`src/rtl/core/b64d_pkg.sv`:
```
// ----------------------------------------------------------------------------
// b64d_pkg
// Shared types, constants and the character decode function used by the
// base64 stream decoder.
// ----------------------------------------------------------------------------
package b64d_pkg;

    localparam logic [7:0] PAD_CHAR   = 8'h3d;   // '='
    localparam logic [7:0] NUL_CHAR   = 8'h00;
    localparam logic [7:0] SPACE_CHAR = 8'h20;
    localparam logic [7:0] HT_CHAR    = 8'h09;
    localparam logic [7:0] CR_CHAR    = 8'h0d;

    localparam int unsigned Q_DEPTH   = 2;
    localparam int unsigned Q_PTR_W   = (Q_DEPTH > 1) ? $clog2(Q_DEPTH) : 1;
    localparam int unsigned Q_CNT_W   = $clog2(Q_DEPTH + 1);

    // One unit of work for the output side: up to three results.
    typedef struct packed {
        logic [23:0] word;        // decoded bytes, first byte in [23:16]
        logic [1:0]  count;       // number of results, 1..3
        logic        byte_valid;  // results carry bytes
        logic        done;        // last result closes the message
        logic        err;         // message status on the last result
    } job_t;

    typedef struct packed {
        logic       ok;
        logic [5:0] value;
    } sextet_t;

    function automatic sextet_t sextet_of(input logic [7:0] c);
        sextet_t    s;
        logic [7:0] t;
        s = '{ok: 1'b0, value: 6'd0};
        t = 8'd0;
        if (c >= 8'h41 && c <= 8'h5a) begin
            t = c - 8'h41;
            s = '{ok: 1'b1, value: t[5:0]};
        end else if (c >= 8'h61 && c <= 8'h7a) begin
            t = c - 8'h61 + 8'd26;
            s = '{ok: 1'b1, value: t[5:0]};
        end else if (c >= 8'h30 && c <= 8'h39) begin
            t = c - 8'h30 + 8'd52;
            s = '{ok: 1'b1, value: t[5:0]};
        end else if (c == 8'h2b) begin
            s = '{ok: 1'b1, value: 6'd62};
        end else if (c == 8'h2f) begin
            s = '{ok: 1'b1, value: 6'd63};
        end
        return s;
    endfunction

    function automatic logic is_blank(input logic [7:0] c);
        return (c == SPACE_CHAR) || (c >= HT_CHAR && c <= CR_CHAR);
    endfunction

endpackage

```
`src/rtl/core/b64d_front.sv`:
```
// ----------------------------------------------------------------------------
// b64d_front
// Accepts characters, skips whitespace, collects groups of four and turns
// each completed group or message end into a job for the output side.
// ----------------------------------------------------------------------------
module b64d_front (
    input  logic             aclk,
    input  logic             aresetn,
    input  logic             s_valid,
    output logic             s_ready,
    input  logic [7:0]       s_text_char,
    input  logic             s_end_of_text,
    input  logic             q_full,
    output logic             q_push,
    output b64d_pkg::job_t   q_job
);

    logic [7:0]        chars_reg [4];
    logic [2:0]        fill_reg;
    logic [2:0]        fill_next;
    logic              err_reg;
    logic              err_next;

    logic              accept;
    logic              is_end;
    logic              is_skip;
    logic              group_full;
    b64d_pkg::sextet_t sx [4];
    logic [1:0]        pads;
    logic [3:0]        used;
    logic [23:0]       word_mid;
    logic [23:0]       word_fin;
    logic              bad_mid;
    logic              bad_fin;
    logic              err_fin;
    b64d_pkg::job_t    job;

    assign s_ready    = !q_full;
    assign accept     = s_valid && s_ready;
    assign is_end     = s_end_of_text || (s_text_char == b64d_pkg::NUL_CHAR);
    assign is_skip    = !is_end && b64d_pkg::is_blank(s_text_char);
    assign group_full = (fill_reg == 3'd4);

    always_comb begin
        for (int i = 0; i < 4; i++) begin
            sx[i] = b64d_pkg::sextet_of(chars_reg[i]);
        end
        // Only one or two trailing pads count as padding.
        if (chars_reg[3] == b64d_pkg::PAD_CHAR) begin
            pads = (chars_reg[2] == b64d_pkg::PAD_CHAR) ? 2'd2 : 2'd1;
        end else begin
            pads = 2'd0;
        end
        used     = {pads == 2'd0, pads != 2'd2, 1'b1, 1'b1};
        word_mid = {sx[0].value, sx[1].value, sx[2].value, sx[3].value};
        bad_mid  = !(sx[0].ok && sx[1].ok && sx[2].ok && sx[3].ok);
        word_fin = {sx[0].value, sx[1].value,
                    used[2] ? sx[2].value : 6'd0,
                    used[3] ? sx[3].value : 6'd0};
        bad_fin  = !sx[0].ok || !sx[1].ok || (used[2] && !sx[2].ok)
                 || (used[3] && !sx[3].ok);
        err_fin  = err_reg || (fill_reg != 3'd0 && !group_full)
                 || (group_full && bad_fin);
    end

    always_comb begin
        job       = '{word: 24'd0, count: 2'd1, byte_valid: 1'b0,
                      done: 1'b1, err: 1'b0};
        q_push    = 1'b0;
        fill_next = fill_reg;
        err_next  = err_reg;
        if (accept) begin
            priority if (is_end) begin
                q_push    = 1'b1;
                fill_next = 3'd0;
                err_next  = 1'b0;
                if (err_fin) begin
                    job.err = 1'b1;
                end else if (group_full) begin
                    job.word       = word_fin;
                    job.count      = 2'd3 - pads;
                    job.byte_valid = 1'b1;
                end
            end else if (is_skip) begin
                // drop whitespace
            end else if (!group_full) begin
                fill_next = fill_reg + 3'd1;
            end else begin
                // more text follows: the held group is a middle group
                q_push    = 1'b1;
                job       = '{word: word_mid, count: 2'd3, byte_valid: 1'b1,
                              done: 1'b0, err: 1'b0};
                err_next  = err_reg || bad_mid;
                fill_next = 3'd1;
            end
        end
    end

    assign q_job = job;

    always_ff @(posedge aclk) begin
        if (!aresetn) begin
            fill_reg <= 3'd0;
            err_reg  <= 1'b0;
        end else begin
            fill_reg <= fill_next;
            err_reg  <= err_next;
        end
    end

    always_ff @(posedge aclk) begin
        if (accept && !is_end && !is_skip) begin
            if (group_full) begin
                chars_reg[0] <= s_text_char;
            end else begin
                chars_reg[fill_reg[1:0]] <= s_text_char;
            end
        end
    end

endmodule

```
`src/rtl/core/b64d_queue.sv`:
```
// ----------------------------------------------------------------------------
// b64d_queue
// Short job queue between the character side and the byte side.
// ----------------------------------------------------------------------------
module b64d_queue (
    input  logic             aclk,
    input  logic             aresetn,
    input  logic             push,
    input  b64d_pkg::job_t   push_job,
    output logic             full,
    input  logic             pop,
    output logic             head_valid,
    output b64d_pkg::job_t   head_job
);

    localparam int unsigned PW = b64d_pkg::Q_PTR_W;
    localparam int unsigned CW = b64d_pkg::Q_CNT_W;

    b64d_pkg::job_t  mem_reg [b64d_pkg::Q_DEPTH];
    logic [PW-1:0]   wr_ptr_reg;
    logic [PW-1:0]   rd_ptr_reg;
    logic [CW-1:0]   count_reg;
    logic [CW-1:0]   count_next;

    assign full       = (count_reg == CW'(b64d_pkg::Q_DEPTH));
    assign head_valid = (count_reg != '0);
    assign head_job   = mem_reg[rd_ptr_reg];

    always_comb begin
        count_next = count_reg;
        if (push && !pop) begin
            count_next = count_reg + CW'(1);
        end else if (pop && !push) begin
            count_next = count_reg - CW'(1);
        end
    end

    always_ff @(posedge aclk) begin
        if (!aresetn) begin
            wr_ptr_reg <= '0;
            rd_ptr_reg <= '0;
            count_reg  <= '0;
        end else begin
            count_reg <= count_next;
            if (push) begin
                wr_ptr_reg <= (wr_ptr_reg == PW'(b64d_pkg::Q_DEPTH - 1))
                            ? '0 : wr_ptr_reg + PW'(1);
            end
            if (pop) begin
                rd_ptr_reg <= (rd_ptr_reg == PW'(b64d_pkg::Q_DEPTH - 1))
                            ? '0 : rd_ptr_reg + PW'(1);
            end
        end
    end

    always_ff @(posedge aclk) begin
        if (push) begin
            mem_reg[wr_ptr_reg] <= push_job;
        end
    end

    a_no_push_full: assert property (@(posedge aclk) disable iff (!aresetn)
        push |-> !full)
        else $error("queue written while full");

    a_no_pop_empty: assert property (@(posedge aclk) disable iff (!aresetn)
        pop |-> head_valid)
        else $error("queue read while empty");

    a_count_step: assert property (@(posedge aclk) disable iff (!aresetn)
        (push && !pop) |=> (count_reg == $past(count_reg) + CW'(1)))
        else $error("queue count did not advance on push");

endmodule

```
`src/rtl/core/b64d_back.sv`:
```
// ----------------------------------------------------------------------------
// b64d_back
// Takes queue jobs; emits one result per cycle while m_ready is high.
// ----------------------------------------------------------------------------
module b64d_back (
    input  logic             aclk,
    input  logic             aresetn,
    input  logic             q_valid,
    input  b64d_pkg::job_t   q_job,
    output logic             q_pop,
    output logic             m_valid,
    input  logic             m_ready,
    output logic [7:0]       m_out_byte,
    output logic             m_byte_valid,
    output logic             m_message_done,
    output logic             m_decode_error
);

    logic        busy_reg;
    logic [23:0] word_reg;
    logic [1:0]  left_reg;
    logic        bv_reg;
    logic        done_reg;
    logic        err_reg;
    logic        last;

    assign last  = (left_reg == 2'd1);
    assign q_pop = q_valid && (!busy_reg || (m_ready && last));

    always_ff @(posedge aclk) begin
        if (!aresetn) begin
            busy_reg <= 1'b0;
        end else if (q_pop) begin
            busy_reg <= 1'b1;
        end else if (m_ready && last) begin
            busy_reg <= 1'b0;
        end
    end

    always_ff @(posedge aclk) begin
        if (q_pop) begin
            word_reg <= q_job.word;
            left_reg <= q_job.count;
            bv_reg   <= q_job.byte_valid;
            done_reg <= q_job.done;
            err_reg  <= q_job.err;
        end else if (busy_reg && m_ready && !last) begin
            // advance to the next byte of the group
            word_reg <= {word_reg[15:0], 8'd0};
            left_reg <= left_reg - 2'd1;
        end
    end

    assign m_valid        = busy_reg;
    assign m_out_byte     = word_reg[23:16];
    assign m_byte_valid   = bv_reg;
    assign m_message_done = done_reg && last;
    assign m_decode_error = err_reg && last;

    a_err_status_only: assert property (@(posedge aclk) disable iff (!aresetn)
        (m_valid && m_decode_error) |-> (m_message_done && !m_byte_valid))
        else $error("error flagged on a byte result");

    a_hold_stalled: assert property (@(posedge aclk) disable iff (!aresetn)
        (m_valid && !m_ready) |=> (m_valid && $stable(m_out_byte)
                                  && $stable(m_message_done)))
        else $error("stalled result changed");

    a_left_nonzero: assert property (@(posedge aclk) disable iff (!aresetn)
        busy_reg |-> (left_reg != 2'd0))
        else $error("active job with no results left");

endmodule

```
`src/rtl/core/base64_stream_decoder.sv`:
```
// Path: the item that completes a job (the character after a full group, or
//   the end of message) writes it into the queue, and the back end loads it
//   into its output registers. Throughput: one character per cycle while
//   the queue is not full; one result per cycle while m_ready is high.
// Reset: aresetn is synchronous, active low; clears fill, error and queue.
// ----------------------------------------------------------------------------
// base64_stream_decoder
// Streaming base64 decoder: character front end, job queue, byte back end.
// ----------------------------------------------------------------------------
module base64_stream_decoder (
    input  logic        aclk,
    input  logic        aresetn,
    input  logic        s_valid,
    output logic        s_ready,
    input  logic [7:0]  s_text_char,
    input  logic        s_end_of_text,
    output logic        m_valid,
    input  logic        m_ready,
    output logic [7:0]  m_out_byte,
    output logic        m_byte_valid,
    output logic        m_message_done,
    output logic        m_decode_error
);

    logic            q_full;
    logic            q_push;
    b64d_pkg::job_t  q_push_job;
    logic            q_pop;
    logic            q_head_valid;
    b64d_pkg::job_t  q_head_job;

    b64d_front u_front (
        .aclk          (aclk),
        .aresetn       (aresetn),
        .s_valid       (s_valid),
        .s_ready       (s_ready),
        .s_text_char   (s_text_char),
        .s_end_of_text (s_end_of_text),
        .q_full        (q_full),
        .q_push        (q_push),
        .q_job         (q_push_job)
    );

    b64d_queue u_queue (
        .aclk       (aclk),
        .aresetn    (aresetn),
        .push       (q_push),
        .push_job   (q_push_job),
        .full       (q_full),
        .pop        (q_pop),
        .head_valid (q_head_valid),
        .head_job   (q_head_job)
    );

    b64d_back u_back (
        .aclk           (aclk),
        .aresetn        (aresetn),
        .q_valid        (q_head_valid),
        .q_job          (q_head_job),
        .q_pop          (q_pop),
        .m_valid        (m_valid),
        .m_ready        (m_ready),
        .m_out_byte     (m_out_byte),
        .m_byte_valid   (m_byte_valid),
        .m_message_done (m_message_done),
        .m_decode_error (m_decode_error)
    );

endmodule

```
`config.mk`:
```
export PLATFORM = sky130hd
export DESIGN_NAME = base64_stream_decoder
export DESIGN_NICKNAME = d
export VERILOG_FILES = /design/src/rtl/core/b64d_pkg.sv /design/src/rtl/core/b64d_front.sv /design/src/rtl/core/b64d_queue.sv /design/src/rtl/core/b64d_back.sv /design/src/rtl/core/base64_stream_decoder.sv
export SDC_FILE = /design/constraint.sdc
export NUM_CORES = 1
export LEC_CHECK = 0
export ABC_AREA = 1
export BUFFER_PORTS_ARGS = -buffer_cell sky130_fd_sc_hd__buf_2
export CAP_MARGIN = 20
export CORE_MARGIN = 5
export CORE_UTILIZATION = 55
export DETAILED_ROUTE_END_ITERATION = 12
export HOLD_SLACK_MARGIN = 0.05
export PLACE_DENSITY = 0.73
export SLEW_MARGIN = 20
export SYNTH_ARGS = -nofsm -noshare
export SYNTH_HDL_FRONTEND = slang
export SYNTH_SLANG_ARGS = --single-unit
```
`constraint.sdc`:
```
create_clock -name aclk -period 3.8 [get_ports aclk]
set_input_delay 0.19 -clock aclk [delete_from_list [all_inputs] [get_ports aclk]]
set_output_delay 0.19 -clock aclk [all_outputs]
set_load 0.05 [all_outputs]
```
==> results_dict.tcl <==
set metrics [dict create \
    area_growth_pct 11.20 \
    holdPathStages 1 \
    synthTopCellsByCount "nand2_1, edfxtp_1, nor2_1" \
    p_leak_nw 3.354 \
    synth_top_family_by_area "simple AND/OR/NAND/NOR gates" \
    cp-end-kind "flip-flop" \
    min_to "u_front.chars_reg[3][2]" \
    cts_tree "done" \
    fillers 1109 \
    synthTopCellsByArea "edfxtp_1, nand2_1, ha_1, nor2_1, inv_1" \
    port-buffer-count 25 \
    drtIter0Drc 560 \
    cp.arrival_ns 3.23 \
    rsz0062_at_grt "false" \
    start_kind "input port" \
    ys_ff_latch 129 \
    yosysTopAreaCellShare_pct 47.94 \
    drive_above_1_share_pct 12.41 \
    fin_nets 915 \
    largest_reg_flops 58 \
    avgSynthCellArea_um2 8.875 \
    async_flop_share_pct 0 \
    status "complete, no violations" \
    grt.overflow.total 0 \
    ios 26 \
    grt_util_all_layers_pct 21.99 \
    antenna_found_initial 0 \
    grt_start_max_net_pins 44 \
    timing.rr.end "u_queue.mem_reg[1][14]" \
    clockBufferDepth 2 \
    grt_pass1_wl_um 28320 \
    min_from "s_text_char[2]" \
    synth-edff-count 119 \
    fmax_mhz 339.7 \
    antenna_cells 0 \
    rows 42 \
    ys_seq_area_share_pct 50.62 \
    gp_congestion 0.9154 \
    post-route-period-util_pct 77.48 \
    hp-class "in -> reg" \
    die_x_um 126.4 \
    syn_inst 840 \
    tightest_slew_ns 0.8899 \
    finalMaxSlewViolations 0 \
    root_buffer "clkbuf_16" \
    synth_compound_area_share_pct 9.970 \
    drc 0 \
    cellPowerDensity_nw_per_um2 589.8 \
    ctsHtreeMaxLevel 4 \
    cp.required_ns 4.09 \
    netlist_area_um2 7455 \
    core-area_um2 13240 \
    grt_pass1_vias 5803 \
    synth_fa_ha_area_share_pct 6.210 \
    synth_cell_type_count 43 \
    clock_skew_ns 0.007278 \
    fin_ws_ns 0.8559 \
    wl_per_cell_um 16.12 \
    clock_latency_ns 0.41 \
    dp_hpwl_um 12160 \
    post-route-min-period_ns 2.944 \
    reg2reg_depth 15 \
    postRouteAntennaNets 0 \
    path_class "in -> reg" \
    finalSetupTns_ns 0 \
    clock-sinks 129 \
    rrSetupSlack_ns 0.98 \
    synth_top_area_cell "edfxtp_1" \
    yosysWarnings 0 \
    cp_max_fo 6 \
    synth_ff_type "edfxtp_1" \
    maxCapViolCount 0 \
    clk_pin_slew_ns 0.05 \
    setup_viol 0 \
    fp.dieH_um 126.4 \
    synth_most_common_cell "nand2_1" \
    pre_cts_slack_ns 1.010 \
    hold_violations 0 \
    wl_um 16990 \
    numCtsBuffers 17 \
    dieArea_um2 15980 \
    synth_xor_area_share_pct 3.290 \
    synth_nets 890 \
    slew_headroom_pct 40.61 \
    r2r_start "u_front.chars_reg[3][2]" \
    dr_total_vias 5801 \
    vdd_ir_drop_max_mv 0.3178 \
    firstDrtPassIters 5 \
    muxShareOfSynthArea_pct 0.1343 \
    ctsResizeCount 0 \
    initial_utilization_pct 56.29 \
    synthSimpleGateAreaFrac_pct 23.15 \
    via_per_inst 5.504 \
]
[critical path: stages]
cell	delay (ns)
dlygate4sd3_1	0.53
buf_2	0.17
nor2_1	0.09
nand2_1	0.08
nor2_1	0.05
nor2_1	0.31
inv_1	0.21
o21ai_0	0.52
inv_1	0.21
ha_1	0.35
a21oi_1	0.13
o21ai_0	0.13
o21ai_0	0.20
a21oi_1	0.07
[how the worst max path moves through the flow]
stage	cells after the start	end	slack, ns	from
after global routing	14	u_queue.count_reg[1]	0.45	s_text_char[6]
after CTS	14	u_queue.count_reg[1]	0.90	s_text_char[7]
final	14	u_queue.count_reg[1]	0.86	s_text_char[3]
after detailed placement	15	u_queue.mem_reg[0][14]	1.01	u_front.chars_reg[2][2]
after floorplan	2	u_back.left_reg[0]	0.76	u_back.m_valid
after global placement	13	u_queue.count_reg[1]	1.08	s_text_char[0]
[stage by stage]
stage          util (%)  cells  power, W  area (um^2)  hold slack [ns]
2_1_floorplan         -    840  0.003055         7455           0.2889
6_report          62.59   1054  0.004889         8289          0.06316
5_1_grt           62.59   1054  0.005157         8289          0.05694
3_5_place_dp      58.01   1018  0.003362         7682           0.4578
3_3_place_gp      58.01   1018  0.003332         7682           0.4370
4_1_cts           62.59   1054  0.004929         8289          0.05412
[cells by family after synthesis]
logic type	Yosys count
AO/OA/AOI/OAI	128
XOR/XNOR	28
adder cells (fa/ha/maj)	37
buffers and inverters	115
flip-flops	129
multiplexers	1
AND/OR/NAND/NOR	402
[report_power, final]
part	switching, W	internal, W	total [W]
registers	0.0000892	0.00194	0.00203
logic	0.000989	0.000326	0.00131
clock network	0.000571	0.000977	0.00155
[layout by cell type, fill, tap and decap left out, drive strengths merged, types with 2 or more instances in the layout]
cell,count
o311ai,2
o31ai,3
edfxtp,119
nand3b,3
o22ai,4
dlygate4sd3,4
clkinv,6
dfxtp,10
nand2,212
nand4,7
o221ai,3
xnor2,5
nand3,47
inv,85
xor2,23
o21ai,45
nor3,7
nor2,124
o211ai,11
a21oi,36
clkinvlp,4
ha,37
buf,30
a31oi,18
clkbuf,22
bufinv,2
[cell type report]
type / count / area [um^2] / share of cell area (%)
timing repair buffer: 34 / 202.7 / 2.445
clock buffer: 22 / 454.2 / 5.479
multi-input combinational: 596 / 3199 / 38.60
clock inverter: 10 / 112.6 / 1.358
sequential: 129 / 3774 / 45.52
inverter: 87 / 326.6 / 3.940
tap: 176 / 220.2 / 2.657
[repair_timing]
action	in CTS	in global routing
hold endpoints to repair	15	0
buffers inserted	0	0
hold buffers	4	0
[layer usage]
| layer | global-route usage (%) | routed length [um] | vias up |
|---|---|---|---|
| li1 | - | - | 2875 |
| met1 | 28.84 | 7569 | 2692 |
| met2 | 37.02 | 8189 | 214 |
| met3 | 3.825 | 964 | 20 |
| met4 | 7.571 | 262 | 0 |
| met5 | 0 | 0 | - |
Power figures use the tool's default switching activity.
